--- config.mk ---
export PLATFORM = sky130hd
export DESIGN_NAME = keyed_record_table_with_mean
export DESIGN_NICKNAME = d
export VERILOG_FILES = /design/src/sv/krt_pkg.sv /design/src/sv/krt_store.sv /design/src/sv/krt_div.sv /design/src/sv/keyed_record_table_with_mean.sv
export VERILOG_INCLUDE_DIRS = /design/src /design/src/sv
export SDC_FILE = /design/constraint.sdc
export NUM_CORES = 2
export LEC_CHECK = 0
export CORE_UTILIZATION = 29
export CTS_BUF_LIST = sky130_fd_sc_hd__clkbuf_4
export DETAILED_ROUTE_END_ITERATION = 6
export DONT_BUFFER_PORTS = 1
export PLACE_DENSITY = 0.47
export SETUP_SLACK_MARGIN = 0.3
export SKIP_LAST_GASP = 1
export SLEW_MARGIN = 15
export SYNTH_ARGS = -nofsm -noshare
export SYNTH_HDL_FRONTEND = slang
export SYNTH_SLANG_ARGS = --single-unit
--- constraint.sdc ---
create_clock -name clk -period 4.4 [get_ports clk]
set_clock_uncertainty 0.05 [all_clocks]
set_input_delay 0.88 -clock clk [delete_from_list [all_inputs] [get_ports clk]]
set_output_delay 0.88 -clock clk [all_outputs]
set_load 0.01 [all_outputs]
--- src/sv/keyed_record_table_with_mean_macros.svh ---
// Assertion macros for the keyed record table.
// Included by files that carry concurrent checks; needs clk and rst_n in scope.
`ifndef KEYED_RECORD_TABLE_WITH_MEAN_MACROS_SVH
`define KEYED_RECORD_TABLE_WITH_MEAN_MACROS_SVH
`ifndef SYNTHESIS
`define KRT_ASSERT_IMP(label, ante, cons) \
    label: assert property (@(posedge clk) disable iff (!rst_n) (ante) |-> (cons)) \
        else $error("keyed_record_table_with_mean: same-cycle check failed");
`define KRT_ASSERT_NXT(label, ante, cons) \
    label: assert property (@(posedge clk) disable iff (!rst_n) (ante) |=> (cons)) \
        else $error("keyed_record_table_with_mean: next-cycle check failed");
`else
`define KRT_ASSERT_IMP(label, ante, cons)
`define KRT_ASSERT_NXT(label, ante, cons)
`endif
`endif

--- src/sv/krt_pkg.sv ---
// Shared types and constants for the keyed record table.
// No dependencies; imported by krt_store, the top level and both testbench modules.
package krt_pkg;

    localparam int WEIGHT_W = 12;
    localparam int RUN_W    = 6;

    localparam logic [1:0] MODE_UPSERT = 2'd0;
    localparam logic [1:0] MODE_LEN    = 2'd1;
    localparam logic [1:0] MODE_MEAN   = 2'd2;

    typedef enum logic [1:0] {
        ST_UPDATED  = 2'd0,
        ST_APPENDED = 2'd1,
        ST_FULL     = 2'd2,
        ST_ANSWERED = 2'd3
    } krt_status_t;

    typedef struct packed {
        logic [1:0]  mode;
        logic [7:0]  key;
        logic [11:0] live_value;
        logic [11:0] weight;
    } krt_cmd_t;

    typedef struct packed {
        logic [1:0]  status;
        logic [5:0]  run_length;
        logic [11:0] mean_weight;
    } krt_res_t;

    // Record layout: key in bits 7:0, live value 19:8, weight 31:20.
    typedef struct packed {
        logic [11:0] weight;
        logic [11:0] live;
        logic [7:0]  key;
    } krt_rec_t;

    // Write command from the sequencer to the record store.
    typedef struct packed {
        logic wr;         // write wr_rec at wr_addr
        logic kill_next;  // mark the slot after wr_addr dead
    } krt_wcmd_t;

endpackage

--- src/sv/krt_store.sv ---
// Record store: one synchronous memory with a registered read port.
// Per-slot valid bits make never-written or killed slots read as zero. Uses krt_pkg.
module krt_store
    import krt_pkg::*;
#(
    parameter int SLOTS  = 41,
    parameter int ADDR_W = 6
)
(
    input  logic              clk,
    input  logic              rst_n,
    input  logic [ADDR_W-1:0] rd_addr,
    output krt_rec_t          rd_rec,
    input  krt_wcmd_t         wcmd,
    input  logic [ADDR_W-1:0] wr_addr,
    input  krt_rec_t          wr_rec
);

    krt_rec_t          mem [SLOTS];
    krt_rec_t          rd_data_reg;
    logic              rd_vld_reg;
    logic [SLOTS-1:0]  vld_reg;
    logic [SLOTS-1:0]  vld_next;
    logic [ADDR_W:0]   nxt_sum;
    logic              nxt_ok;
    logic [ADDR_W-1:0] nxt_addr;

    assign nxt_sum  = {1'b0, wr_addr} + (ADDR_W+1)'(1);
    assign nxt_ok   = nxt_sum < (ADDR_W+1)'(SLOTS);
    assign nxt_addr = nxt_sum[ADDR_W-1:0];

    always_comb
    begin
        vld_next = vld_reg;
        if (wcmd.wr)
        begin
            vld_next[wr_addr] = 1'b1;
        end
        // drop the following slot; its key and weight are never looked at again
        if (wcmd.kill_next && nxt_ok)
        begin
            vld_next[nxt_addr] = 1'b0;
        end
    end

    always_ff @(posedge clk)
    begin
        rd_data_reg <= mem[rd_addr];
        if (wcmd.wr)
        begin
            mem[wr_addr] <= wr_rec;
        end
    end

    always_ff @(posedge clk or negedge rst_n)
    begin
        if (!rst_n)
        begin
            vld_reg    <= '0;
            rd_vld_reg <= 1'b0;
        end
        else
        begin
            rd_vld_reg <= vld_reg[rd_addr];
            vld_reg    <= vld_next;
        end
    end

    assign rd_rec = rd_vld_reg ? rd_data_reg : '0;

endmodule

--- src/sv/krt_div.sv ---
// Restoring divider, one quotient bit per cycle.
// Uses nothing from the package; instantiated by the top level for the mean.
module krt_div
#(
    parameter int NUM_W = 18,
    parameter int DEN_W = 6
)
(
    input  logic             clk,
    input  logic             rst_n,
    input  logic             start,
    input  logic [NUM_W-1:0] num,
    input  logic [DEN_W-1:0] den,
    output logic             done,
    output logic [NUM_W-1:0] quo
);

    localparam int CW = $clog2(NUM_W + 1);

    logic             busy_reg;
    logic             done_reg;
    logic [CW-1:0]    cnt_reg;
    logic [NUM_W-1:0] quo_reg;
    logic [DEN_W-1:0] rem_reg;
    logic [DEN_W-1:0] den_reg;
    logic [DEN_W:0]   rem_sh;
    logic [DEN_W:0]   rem_sub;
    logic             ge;

    always_comb
    begin
        rem_sh  = {rem_reg, quo_reg[NUM_W-1]};
        ge      = rem_sh >= {1'b0, den_reg};
        rem_sub = rem_sh - {1'b0, den_reg};
    end

    always_ff @(posedge clk or negedge rst_n)
    begin
        if (!rst_n)
        begin
            busy_reg <= 1'b0;
            done_reg <= 1'b0;
            cnt_reg  <= '0;
            quo_reg  <= '0;
            rem_reg  <= '0;
            den_reg  <= '0;
        end
        else
        begin
            // pulse done on the last quotient bit
            done_reg <= !start && busy_reg && (cnt_reg == CW'(1));
            if (start)
            begin
                busy_reg <= 1'b1;
                cnt_reg  <= CW'(NUM_W);
                quo_reg  <= num;
                rem_reg  <= '0;
                den_reg  <= den;
            end
            else if (busy_reg)
            begin
                quo_reg <= {quo_reg[NUM_W-2:0], ge};
                rem_reg <= ge ? rem_sub[DEN_W-1:0] : rem_sh[DEN_W-1:0];
                cnt_reg <= cnt_reg - CW'(1);
                if (cnt_reg == CW'(1))
                begin
                    busy_reg <= 1'b0;
                end
            end
        end
    end

    assign done = done_reg;
    assign quo  = quo_reg;

endmodule

--- src/sv/keyed_record_table_with_mean.sv ---
// Keyed record table with run mean: TABLE_SLOTS records of key, live value and weight,
// held in one synchronous memory (krt_store) and walked from slot 0 one slot per cycle;
// the live run ends at the first record whose live value is zero. Mode 0 upserts a
// record (rewrite on key match, else append into the first dead slot and kill the slot
// after it; status 2 when the run fills the table), mode 1 answers the run length plus
// one, mode 2 the truncated mean of the run's weights (0 for an empty run), mode 3
// answers status 3 at once. All slots read as zero after reset; no clearing pass.
// One word is handled at a time: each upsert or query walks the slots from slot 0, one
// memory read per cycle, and a mean query of a non-empty run then runs the bit-serial
// divider. The next word is taken while the last result still waits in the output
// register. Depends on krt_pkg, krt_store, krt_div and the assertion macro header.
`include "keyed_record_table_with_mean_macros.svh"

module keyed_record_table_with_mean
    import krt_pkg::*;
#(
    parameter int TABLE_SLOTS = 41
)
(
    input  logic     clk,
    input  logic     rst_n,
    input  logic     cmd_valid,
    output logic     cmd_stall,
    input  krt_cmd_t cmd,
    output logic     res_valid,
    input  logic     res_stall,
    output krt_res_t res
);

    localparam int ADDR_W = (TABLE_SLOTS > 1) ? $clog2(TABLE_SLOTS) : 1;
    localparam int CNT_W  = $clog2(TABLE_SLOTS + 1);
    localparam int SUM_W  = WEIGHT_W + CNT_W;

    typedef enum logic [1:0] {
        S_IDLE,
        S_WALK,
        S_DIV,
        S_FIN
    } state_t;

    state_t            state_reg;
    krt_cmd_t          cmd_reg;
    logic [ADDR_W-1:0] idx_reg;
    logic [SUM_W-1:0]  sum_reg;
    krt_res_t          pend_reg;
    logic              out_valid_reg;
    krt_res_t          out_reg;

    krt_rec_t          rd_rec;
    logic [ADDR_W-1:0] rd_addr;
    krt_wcmd_t         wcmd;
    krt_rec_t          wr_rec;

    logic              accept;
    logic              live;
    logic              hit;
    logic              last;
    logic              is_upsert;
    logic              walk_end;
    logic [CNT_W-1:0]  n_run;
    logic [SUM_W-1:0]  sum_fin;
    logic              div_start;
    logic              div_done;
    logic [SUM_W-1:0]  div_quo;
    logic              out_free;

    assign accept    = cmd_valid && !cmd_stall;
    assign cmd_stall = (state_reg != S_IDLE);
    assign out_free  = !out_valid_reg || !res_stall;

    // Slot idx_reg is under evaluation; its data was read in the previous cycle.
    always_comb
    begin
        live      = (rd_rec.live != '0);
        hit       = (rd_rec.key == cmd_reg.key);
        last      = (idx_reg == ADDR_W'(TABLE_SLOTS - 1));
        is_upsert = (cmd_reg.mode == MODE_UPSERT);
        // queries stop at the first dead slot or after the last slot
        walk_end  = (state_reg == S_WALK) && !is_upsert && (!live || last);
        n_run     = live ? CNT_W'(TABLE_SLOTS) : CNT_W'(idx_reg);
        sum_fin   = live ? (sum_reg + SUM_W'(rd_rec.weight)) : sum_reg;
        div_start = walk_end && (cmd_reg.mode == MODE_MEAN) && (n_run != '0);

        // prefetch the next slot so the walk advances one slot per cycle
        if (state_reg == S_WALK && !last)
        begin
            rd_addr = idx_reg + ADDR_W'(1);
        end
        else
        begin
            rd_addr = '0;
        end

        wcmd.wr        = (state_reg == S_WALK) && is_upsert && (!live || hit);
        wcmd.kill_next = (state_reg == S_WALK) && is_upsert && !live;
        wr_rec.key     = cmd_reg.key;
        wr_rec.live    = cmd_reg.live_value;
        wr_rec.weight  = cmd_reg.weight;
    end

    krt_store #(
        .SLOTS  (TABLE_SLOTS),
        .ADDR_W (ADDR_W)
    ) u_store (
        .clk     (clk),
        .rst_n   (rst_n),
        .rd_addr (rd_addr),
        .rd_rec  (rd_rec),
        .wcmd    (wcmd),
        .wr_addr (idx_reg),
        .wr_rec  (wr_rec)
    );

    krt_div #(
        .NUM_W (SUM_W),
        .DEN_W (CNT_W)
    ) u_div (
        .clk   (clk),
        .rst_n (rst_n),
        .start (div_start),
        .num   (sum_fin),
        .den   (n_run),
        .done  (div_done),
        .quo   (div_quo)
    );

    always_ff @(posedge clk or negedge rst_n)
    begin
        if (!rst_n)
        begin
            state_reg     <= S_IDLE;
            cmd_reg       <= '0;
            idx_reg       <= '0;
            sum_reg       <= '0;
            pend_reg      <= '0;
            out_valid_reg <= 1'b0;
            out_reg       <= '0;
        end
        else
        begin
            // retire the delivered word unless a new one is loaded in its place
            if (out_valid_reg && !res_stall && state_reg != S_FIN)
            begin
                out_valid_reg <= 1'b0;
            end

            case (state_reg)
                S_IDLE:
                begin
                    if (accept)
                    begin
                        cmd_reg  <= cmd;
                        idx_reg  <= '0;
                        sum_reg  <= '0;
                        case (cmd.mode)
                            MODE_UPSERT, MODE_LEN, MODE_MEAN:
                            begin
                                pend_reg  <= '0;
                                state_reg <= S_WALK;
                            end
                            default:
                            begin
                                // unused mode: answer status 3 with zero fields, touch nothing
                                pend_reg  <= '{status: ST_ANSWERED, run_length: '0,
                                               mean_weight: '0};
                                state_reg <= S_FIN;
                            end
                        endcase
                    end
                end

                S_WALK:
                begin
                    if (is_upsert)
                    begin
                        if (!live)
                        begin
                            pend_reg.status <= ST_APPENDED;
                            state_reg       <= S_FIN;
                        end
                        else if (hit)
                        begin
                            pend_reg.status <= ST_UPDATED;
                            state_reg       <= S_FIN;
                        end
                        else if (last)
                        begin
                            pend_reg.status <= ST_FULL;
                            state_reg       <= S_FIN;
                        end
                        else
                        begin
                            idx_reg <= idx_reg + ADDR_W'(1);
                        end
                    end
                    else if (walk_end)
                    begin
                        if (cmd_reg.mode == MODE_LEN)
                        begin
                            pend_reg  <= '{status: ST_ANSWERED,
                                           run_length: RUN_W'(n_run) + RUN_W'(1),
                                           mean_weight: '0};
                            state_reg <= S_FIN;
                        end
                        else
                        begin
                            pend_reg.status <= ST_ANSWERED;
                            if (div_start)
                            begin
                                state_reg <= S_DIV;
                            end
                            else
                            begin
                                // empty run: mean stays zero
                                state_reg <= S_FIN;
                            end
                        end
                    end
                    else
                    begin
                        sum_reg <= sum_fin;
                        idx_reg <= idx_reg + ADDR_W'(1);
                    end
                end

                S_DIV:
                begin
                    if (div_done)
                    begin
                        pend_reg.mean_weight <= div_quo[WEIGHT_W-1:0];
                        state_reg            <= S_FIN;
                    end
                end

                S_FIN:
                begin
                    // hold the result until the output register is free
                    if (out_free)
                    begin
                        out_reg       <= pend_reg;
                        out_valid_reg <= 1'b1;
                        state_reg     <= S_IDLE;
                    end
                end

                default:
                begin
                    state_reg <= S_IDLE;
                end
            endcase
        end
    end

    assign res_valid = out_valid_reg;
    assign res       = out_reg;

    // a word taken in locks the input until its result is loaded into the output register
    `KRT_ASSERT_NXT(a_accept_locks, accept, cmd_stall)
    // the walk never evaluates a slot past the end of the table
    `KRT_ASSERT_IMP(a_walk_in_range, state_reg == S_WALK, idx_reg <= ADDR_W'(TABLE_SLOTS - 1))
    // the divider only finishes while the sequencer waits for it
    `KRT_ASSERT_IMP(a_div_owned, div_done, state_reg == S_DIV)

endmodule

==> impl_metrics.csv <==
group,metric,value,unit
synth,yosysTopAreaCell,"edfxtp_1",
power_and_ir_drop,p_sw,0.00574,W
global_route,grt_pass1_wl,248,mm
cells_and_area,final_nets,4207,
detailed_routing,drtIter0Drc,2897,
sta,finalSetupTns,0,ns
critical_path,worstSetupPathType,"reg -> reg",
outcome,status,"finished with violations",
synth,synth_fp_nets,3775,
floorplanning,initial_utilization,29.3,%
critical_path,start_kind,"register",
detailed_routing,drc_errors,0,
min_path,hp-class,"in -> async",
cts,cts_buffers,399,
synth,ys_seq_area_share,75.2,%
cts,hold_buffers,36,
sta,finalCritPeriodShare,88.6,%
cells_and_area,drive_gt1_share,24.9,%
global_route,grt_overflow_total,0,
placement,numPortBuffers,0,
floorplanning,placementRows,165,
floorplanning,fp.dieArea,206000,um2
power_and_ir_drop,p_per_area,398,nW/um2
synth,netlist_instances,3706,
cts,cts_tree,"done",
critical_path,cp_common_cell,"buf_4",
critical_path,crit_required,5.19,ns
placement,dp_hpwl,97.9,mm
critical_path,crit_path_max_fanout,32,
power_and_ir_drop,vdd_drop_max,255,uV
synth,syn_area_per_cell,16.0,um2
cts,h-tree-depth,5,
power_and_ir_drop,comb_power_share,0.1,%
cts,clock_latency,1.27,ns
outcome,violations,"negative hold slack",
critical_path,cp-end-kind,"register",
detailed_routing,detail_route.wl_per_cell,23.9,um
detailed_routing,ant_nets,0,
floorplanning,die_w,454,um
sta,max-slew-margin-rel,25.0,%
cts,clockRootBuffer,"clkbuf_4",
synth,synthesis.area,59200,um2
placement,gp_congestion,0.805,
power_and_ir_drop,seq_power_share,55.6,%
sta,max_freq,0.257,GHz
detailed_routing,dr.pass1.iters,5,
cts,clockBufferDepth,4,
floorplanning,ioPinCount,60,
cts,cts.sinks,1524,
sta,final-hold-violation-count,180,
sta,slew_violations,0,
synth,synth-async-reset-ratio,11.8,%
cells_and_area,fill_cells,19600,
placement,place_inst,6373,
global_route,grt_max_degree,181,
power_and_ir_drop,clkPwrFrac,44.2,%
critical_path,cpPeakStageDelay,0.67,ns
power_and_ir_drop,leakage,20.1,nW
synth,synth_area_leaders,"edfxtp_1 66%, dfrtp_1 7.6%, mux4_2 4.4%",
cts,cts.clk_slew.worst_paths,0.07,ns
synth,synth-edff-count,1312,
floorplanning,core-area,203000,um2
sta,hold_ws,-0.676,ns
sta,worst_pin_slew,1.12,ns
critical_path,rr_worst_depth,7,
synth,yosys.area.top_type_share,66.5,%
cts,cts_setup_buffers,0,
placement,dp_slack,0.375,ns
cells_and_area,postLayoutCoreUtil,34.5,%
synth,post_synth_num_cell_types,90,
synth,yosys_warnings,0,
critical_path,crit_chain,"or4_1 -> o31a_2 -> buf_4 -> a211oi_1 -> nand2_1 -> nor2_4 -> buf_4",
cells_and_area,syn_to_final_growth,17.9,%
synth,synth_flop_cell,"edfxtp_1",
power_and_ir_drop,p_int,0.0221,W
sta,period_minus_slack,3.90,ns
sta,rsz0062_at_grt,"no",
job,drv_cap,0,
cells_and_area,fin_cells,7110,
cells_and_area,largest_reg_flops,1312,
global_route,grt_usage,16.4,%
sta,setup_viol,0,
detailed_routing,via_count,35300,
detailed_routing,viasPerCell,4.96,
critical_path,cpMaxStageDelayCell,"or4_1",
global_route,grt_pass1_vias,36100,
floorplanning,dieHeight,454,um
power_and_ir_drop,p_sw_share,20.6,%
sta,setup_ws,0.503,ns
global_route,antenna_found_initial,5,
synth,synth_seq_cells,1524,
detailed_routing,wl,170,mm
critical_path,arrival,4.69,ns
==> stage by stage <==
step | hold slack (ns) | area [um2] | total power, W
floorplan | 0.388 | 59300 | 0.0158
global placement | 0.416 | 64400 | 0.0158
detailed placement | 0.420 | 64400 | 0.0158
CTS | -0.905 | 69800 | 0.0282
global route | -0.855 | 69900 | 0.0289
finish | -0.676 | 69900 | 0.0278
==> worst max-delay path: cells and delay by family, from the launching register on <==
kind / cells / cell delay (ns)
AOI/OAI and AO/OA: 2 / 1.02
buffers and inverters: 2 / 0.77
DFF: 1 / 0.31
and+or+nand+nor: 3 / 1.20
==> cells by family (layout without fill, tap and decap cells) <==
kind of cell             after synthesis  count (layout)  synth area share [%]
other                                  0               5                     0
AO/OA/AOI/OAI                        843             843                  9.29
buffers and inverters                262             989                  1.85
flip-flops                          1524            1524                  75.2
XOR/XNOR                              32              32                 0.505
adder cells (fa/ha/maj)               32              32                 0.697
multiplexers                         222             222                  6.33
AND/OR/NAND/NOR                      791             791                  6.15
==> path summary, 6_finish.rpt <==
kind	start	end	slack, ns
min reg2reg	u_store.mem[40][31]	u_store.rd_data_reg[31]	0.41
max	u_store.rd_data_reg[15]	u_store.mem[37][1]	0.50
min	rst_n	u_div.quo[14]	-0.68
max in group asynchronous	rst_n	cmd_reg[19]	4.29
max reg2reg	u_store.rd_data_reg[15]	u_store.mem[37][1]	0.50
min in group clk	cmd_valid	idx_reg[2]	0.23
==> cell usage in the layout (no fill, tap or decap), drive strengths merged, types with 32 or more instances in the layout <==
cell type	n
a2111oi	33
o21ai	208
o221ai	39
mux4	116
inv	41
dfrtp	180
edfxtp	1312
a21oi	148
nand2	207
a22oi	41
a31oi	46
o31ai	69
buf	214
dlygate4sd3	36
clkinv	76
mux2	60
nor2	310
a211oi	32
or4	33
nor3	93
mux2i	46
clkbuf	618
nand4	35
dfxtp	32
o22ai	137
==> timing repair <==
item,CTS,global route
endpoints found under the hold margin,239,180
gates resized for setup,0,2
setup endpoints to repair,0,21
==> power groups by stage <==
stage | registers [W] | logic (W) | clock network, W
floorplan | 0.0158 | 0.00000187 | 0
global placement | 0.0158 | 0.00000220 | 0
detailed placement | 0.0158 | 0.00000214 | 0
CTS | 0.0155 | 0.0000309 | 0.0127
global route | 0.0155 | 0.0000332 | 0.0134
finish | 0.0155 | 0.0000309 | 0.0123
==> synthesized netlist by cell type (35+ instances only) <==
cell type / number
nor2_1: 307
buf_2: 59
mux2_2: 60
o22ai_1: 137
a21oi_1: 146
mux4_2: 116
o221ai_1: 39
edfxtp_1: 1312
a22oi_1: 41
nor3_1: 89
a31oi_1: 46
nand2_1: 207
inv_1: 41
nand4_1: 35
clkbuf_1: 126
mux2i_1: 46
o31ai_1: 68
dfrtp_1: 180
o21ai_0: 197
==> layout make-up <==
class                      instances  area, um2  share of cell area, %
antenna                            5       12.5                 0.0179
clock buffer                     618       4640                   6.64
clock inverter                    78        410                  0.588
inverter                          43        161                  0.231
multi-input combinational       1920      14000                   20.1
sequential                      1524      44500                   63.8
tap                             2672       3340                   4.79
timing repair buffer             250       2720                   3.90
==> per-layer routing <==
layer	GRT usage, %	share of wire (%)	wire [um]
met1	22.6	45	77100
met4	5.32	2.0	3310
met3	2.89	5.1	8650
met5	0	0	0
met2	26.0	48	80700
(Power assumes the default switching activity.)
